--- src/sv/snfce_pkg.sv ---
`timescale 1ns / 1ps
package snfce_pkg;

    localparam int FLASH_BYTES   = 262144;
    localparam int PAGE_BYTES    = 256;
    localparam int SECTOR_BYTES  = 4096;
    localparam int BLOCK32_BYTES = 32768;
    localparam int BLOCK64_BYTES = 65536;
    localparam int HEADER_BYTES  = 5;

    // flash size is a power of two: the address wraps by masking
    localparam int ADDR_W = $clog2(FLASH_BYTES);
    localparam int CNT_W  = ADDR_W + 1;
    localparam int PAGE_W = $clog2(PAGE_BYTES);
    localparam int HCNT_W = $clog2(HEADER_BYTES + 1);

    localparam int SECTOR_LEN  = (SECTOR_BYTES  < FLASH_BYTES) ? SECTOR_BYTES  : FLASH_BYTES;
    localparam int BLOCK32_LEN = (BLOCK32_BYTES < FLASH_BYTES) ? BLOCK32_BYTES : FLASH_BYTES;
    localparam int BLOCK64_LEN = (BLOCK64_BYTES < FLASH_BYTES) ? BLOCK64_BYTES : FLASH_BYTES;

    localparam logic [7:0] OP_WREN    = 8'h06;
    localparam logic [7:0] OP_WRDI    = 8'h04;
    localparam logic [7:0] OP_STATUS  = 8'h05;
    localparam logic [7:0] OP_READ    = 8'h03;
    localparam logic [7:0] OP_PROGRAM = 8'h02;
    localparam logic [7:0] OP_SECTOR  = 8'h20;
    localparam logic [7:0] OP_BLOCK32 = 8'h52;
    localparam logic [7:0] OP_BLOCK64 = 8'hd8;
    localparam logic [7:0] OP_CHIP1   = 8'hc7;
    localparam logic [7:0] OP_CHIP2   = 8'h60;
    localparam logic [7:0] OP_ID      = 8'h90;
    localparam logic [7:0] OP_UID     = 8'h4b;

    localparam logic [1:0] CMD_BYTE    = 2'd0;
    localparam logic [1:0] CMD_SELECT  = 2'd1;
    localparam logic [1:0] CMD_RELEASE = 2'd2;

    localparam logic [1:0] REG_UID   = 2'd0;
    localparam logic [1:0] REG_MAKER = 2'd1;
    localparam logic [1:0] REG_PART  = 2'd2;

    localparam logic [63:0] UID_RESET   = 64'hdeadbeefdeadbeef;
    localparam logic [7:0]  MAKER_RESET = 8'd239;
    localparam logic [7:0]  PART_RESET  = 8'd17;

    typedef enum logic [1:0] {PH_IDLE, PH_LOADING, PH_RUNNING} t_phase;
    typedef enum logic [1:0] {SW_CLEAR, SW_ERASE, SW_LOAD, SW_PROG} t_sweep;
    typedef enum logic [1:0] {REQ_NONE, REQ_OUT, REQ_READ, REQ_SWEEP} t_req;

    typedef struct packed {
        logic accept;
        logic take_read;
    } t_dp_cmd;

    typedef struct packed {
        logic busy;
        t_req req;
    } t_dp_stat;

endpackage

--- src/sv/snfce_ctrl.sv ---
`timescale 1ns / 1ps
module snfce_ctrl import snfce_pkg::*; (
    input  logic     i_clk,
    input  logic     i_rst_n,
    input  logic     i_in_valid,
    output logic     o_in_ready,
    output logic     o_out_valid,
    input  logic     i_out_ready,
    input  t_dp_stat i_stat,
    output t_dp_cmd  o_cmd
);

    typedef enum logic [3:0] {
        S_SWEEP = 4'b0001,
        S_IDLE  = 4'b0010,
        S_RD    = 4'b0100,
        S_OUT   = 4'b1000
    } t_state;

    t_state r_state, n_state;

    assign o_in_ready    = (r_state == S_IDLE);
    assign o_out_valid   = (r_state == S_OUT);
    assign o_cmd.accept    = i_in_valid && o_in_ready;
    assign o_cmd.take_read = (r_state == S_RD);

    always_comb begin
        n_state = r_state;
        case (r_state)
            S_SWEEP: begin
                if (!i_stat.busy) n_state = S_IDLE;
            end
            S_IDLE: begin
                if (o_cmd.accept) begin
                    case (i_stat.req)
                        REQ_OUT:   n_state = S_OUT;
                        REQ_READ:  n_state = S_RD;
                        REQ_SWEEP: n_state = S_SWEEP;
                        default:   n_state = S_IDLE;
                    endcase
                end
            end
            S_RD:  n_state = S_OUT;
            S_OUT: begin
                if (i_out_ready) n_state = S_IDLE;
            end
            default: n_state = S_SWEEP;
        endcase
    end

    // reset enters the sweep state: the flash is being erased
    always_ff @(posedge i_clk) begin
        if (!i_rst_n) r_state <= S_SWEEP;
        else          r_state <= n_state;
    end

endmodule

--- config.mk ---
export PLATFORM = sky130hd
export DESIGN_NAME = snfce_ctrl
export DESIGN_NICKNAME = d
export VERILOG_FILES = /design/src/sv/snfce_pkg.sv /design/src/sv/snfce_ctrl.sv
export SDC_FILE = /design/constraint.sdc
export NUM_CORES = 1
export LEC_CHECK = 0
export CAP_MARGIN = 20
export CORE_AREA = 2 2 39 41
export CTS_CLUSTER_SIZE = 25
export DETAILED_ROUTE_END_ITERATION = 6
export DIE_AREA = 0 0 41 43
export DONT_BUFFER_PORTS = 1
export PLACE_DENSITY_LB_ADDON = 0.1
export SKIP_CTS_REPAIR_TIMING = 1
export SYNTH_ARGS = -nofsm -noshare
export SYNTH_HDL_FRONTEND = slang
export SYNTH_SLANG_ARGS = --single-unit
--- constraint.sdc ---
create_clock -name i_clk -period 2.85 [get_ports i_clk]
set_input_delay 0.57 -clock i_clk [delete_from_list [all_inputs] [get_ports i_clk]]
set_output_delay 0.57 -clock i_clk [all_outputs]
set_load 0.02 [all_outputs]
# Yosys cells after proc, flatten, opt, wreduce, memory -nomap -nowiden
# Index checks and enable logic that the tools add are counted.
# totals
reg_bits	4
inputBits	7
output_inout_bits	4
word_cells	18
# op_classes
n_eq_ne	10
muxes	5
n_reduce_logical	2
# op_table
op	n
4-bit case mux with 4 select lines	1
4-bit 2-to-1 mux	3
4-bit case mux with 3 select lines	1
2-bit == test (second input constant)	2
4-bit by 1-bit == test with 1-bit output (second input constant)	1
4-bit by 2-bit == test with 1-bit output (second input constant)	1
4-bit by 3-bit == test with 1-bit output (second input constant)	1
4-bit == test (second input constant)	1
2-bit by 1-bit inequality test with 1-bit output (second input constant)	2
3-bit AND reduction	1
2-bit by 1-bit == test with 1-bit output (second input constant)	1
2-bit inequality test (second input constant)	1
1-bit logical AND	1

# Depth between registers and ports, before layout
# depth
depth_word	4
depth_mapped	4

# Worst setup path after synthesis
# No wires, ideal clock.
# synth_timing
path_kind	register -> output
startpoint	reg r_state[0]
endpoint	out o_cmd[1] (netlist bit)
arrival_ns	1.390
required_time_ns	2.280
setup_slack_ns	0.890
path_stages_with_launch	4
path_buffers	1
cell_sequence	dfxtp_1 buf_2 nor4b_2 and2_1
# synth_rtl
element	line	source
start: declaration	snfce_ctrl.sv:20	t_state r_state, n_state;
start signal: assignment	snfce_ctrl.sv:54	else r_state <= n_state;
end: declaration	snfce_ctrl.sv:10	output t_dp_cmd o_cmd

# Worst setup path after layout
# layout_timing
startpoint	reg r_state[3]
endpoint	out o_out_valid
# layout_via
elab_chain_len	1
# layout_rtl
element	line	source
4-bit == test	snfce_ctrl.sv:23	assign o_out_valid = (r_state == S_OUT);
end: declaration	snfce_ctrl.sv:7	output logic o_out_valid,
# No other way between the ends.

==> impl_metrics.csv <==
group,metric,value,unit
yosys,synth_area,331.6,sq um
placement,gp_congestion,0.6085,
layout,nets,47,
setup_path,crit_fanout,11,
setup_path,path_buf_inv,0,
layout,fin_util,0.2568,
layout,largest_register_ffs,4,
routing,firstDrtPassIters,3,
floorplan,die_h,43,um
run,cap_violations,0,
setup_path,max_stage_delay,0.59,ns
global_route,antenna_found_initial,0,
layout,multi_input_area,225.2,sq um
clocking,cts_root_buffer,"clkbuf_4",
routing,drc_errors,0,
worst_hold_path,hp-class,"primary input to flop",
clocking,clk_latency,0.23,ns
global_route,grt_pass1_wl,1131,um
setup_path,crit_chain,"nor2b_1 > nor3b_1",
yosys,yosys.area.top_type_share,0.2415,
global_route,grt-ovfl-total,0,
global_route,top_usage_layer,"met2",
sta,final.min_clock_period,2.138,ns
yosys,synth_common_cells,"dfxtp_1, buf_2, nor2_1",
layout,n_antenna_cell,0,
floorplan,num_rows,14,
placement,dpl.hpwl,582,um
sta,fin_skew,0.003309,ns
yosys,synth-async-reset-ratio,0,
global_route,grt_use_met3,0.04712,
layout,fill_cells,153,
yosys,ys_seq_area_frac,0.2415,
layout,drive_gt1_frac,0.1842,
global_route,grt_max_degree,13,
outcome,status,"finished clean",
sta,tightest_slew,0.6748,ns
layout,fin_area,355.3,sq um
routing,final_antenna_net_count,0,
sta,holdWs,0.4367,ns
setup_path,startpoint_type,"flop",
routing,drt_wl_total,774,um
clocking,cts_buffer_depth,2,
routing,dr_total_vias,300,
global_route,track_usage,0.1035,
yosys,yosys-top-cells-area,"dfxtp_1, or3b_1, buf_2",
setup_path,worstSetupEndpointType,"output pin",
clocking,cts_tree,"built",
setup_path,cp_top_family,"simple AND/OR/NAND/NOR gates",
global_route,grt_use_met2,0.1313,
clocking,clk_pin_slew,0.04,ns
power_and_ir_drop,fin_total_pwr,0.2147,mW
layout,ff_latch_area,80.08,sq um
routing,drtIter0Drc,2,
clocking,cts.sinks,4,
placement,io_buffers,0,
routing,routedWlPerCell,14.33,um
floorplan,pin_count,11,
power_and_ir_drop,leakagePower,0.1134,nW
floorplan,core_area,0.001384,sq mm
yosys,yosys.area.top_type,"dfxtp_1",
yosys,synth_flop_cell,"dfxtp_1",
setup_path,arrival,1.57,ns
yosys,synth_edf_count,0,
setup_path,crit_type,"flop to output pin",
sta,hold_violations,0,
floorplan,dieArea,0.001763,sq mm
yosys,syn_avg_cell_area,8.725,sq um
layout,regMostFlops,"r_state",
placement,placedInstanceArea,332.8,sq um
layout,area_growth,7.170,%
floorplan,start_util,0.2396,
sta,slew_headroom,0.5492,
yosys,yosys_warnings,0,
global_route,grt_pass1_vias,267,
yosys,syn_inst,38,
power_and_ir_drop,p_per_area,604.3,mW/mm^2
sta,tns,0,ns
global_route,met1_usage,0.1194,
yosys,yosysMostFrequentCell,"dfxtp_1",
yosys,ys_types,26,
sta,timing.final.crit_share,0.7500,
power_and_ir_drop,irDropWorstVdd,0.1771,mV
routing,vias_per_cell,5.556,
clocking,htreeDepth,1,
sta,fmax,0.4678,GHz
sta,rsz0062_at_grt,"false",
sta,setup_violations,0,
floorplan,dieWidth,41,um
setup_path,worstPathRequired,2.28,ns
clocking,cts_made_buffers,3,
yosys,ys_seq_elements,4,
yosys,syn-num-nets,45,
sta,maxSlewViolCount,0,
layout,top_regs,"r_state x4",
setup_path,cp_slowest_cell,"nor3b_1",
-- final timing paths --
path	start	endpoint	slack [ns]	cells past startpoint
hold reg to reg	r_state[2]	r_state[1]	0.68	1
hold / removal	i_rst_n	r_state[0]	0.44	1
setup reg to reg	r_state[3]	r_state[0]	1.27	3
setup / recovery	r_state[3]	o_out_valid	0.71	2
-- area by class of cell --
| class | instances | area share |
|---|---|---|
| multi-input cells | 30 | 0.6338 |
| flip-flops and latches | 4 | 0.2254 |
| repair buffers | 1 | 0.02113 |
| clock buffers | 3 | 0.06338 |
| well taps | 16 | 0.05634 |
-- cell families after synthesis --
| family | share of synthesized area |
|---|---|
| xor gates and xnor gates | 0.02642 |
| buffers and inverters | 0.07923 |
| and+or+nand+nor | 0.3925 |
| DFF | 0.2415 |
| AOI/OAI and AO/OA | 0.2603 |
-- report_power, final --
part / switching [mW] / internal [mW]
clock: 0.0221 / 0.0470
combinational: 0.0247 / 0.0317
sequential: 0.0242 / 0.0650
-- metrics by stage --
step / cells / setup slack, ns
2_1_floorplan: 38 / 0.8899
3_3_place_gp: 51 / 1.007
3_5_place_dp: 51 / 0.9585
4_1_cts: 54 / 0.6940
5_1_grt: 54 / 0.6371
6_report: 54 / 0.7124
-- cell usage in the layout (no fill, tap or decap) --
master,count
nor4b_1,1
nand2b_1,2
o22a_1,1
nor3b_1,1
a21bo_2,1
or3b_1,2
nor4_1,1
nor2b_1,2
nand4bb_1,1
nand3b_1,1
and2_1,1
o21ai_0,1
dfxtp_1,4
clkbuf_4,3
a21oi_1,1
o2111a_1,1
xor2_1,1
o311ai_0,1
a32o_1,1
nand2_1,1
a211oi_2,1
nor2_1,3
buf_4,1
nor3_1,2
nor4b_2,1
a211oi_1,2
-- layer usage --
metal  part of all wire  up-vias
li1                   -      148
met1               0.47      141
met2               0.45        9
met3              0.074        2
met4             0.0052        0
met5                  0        -
(Power assumes the default switching activity.)
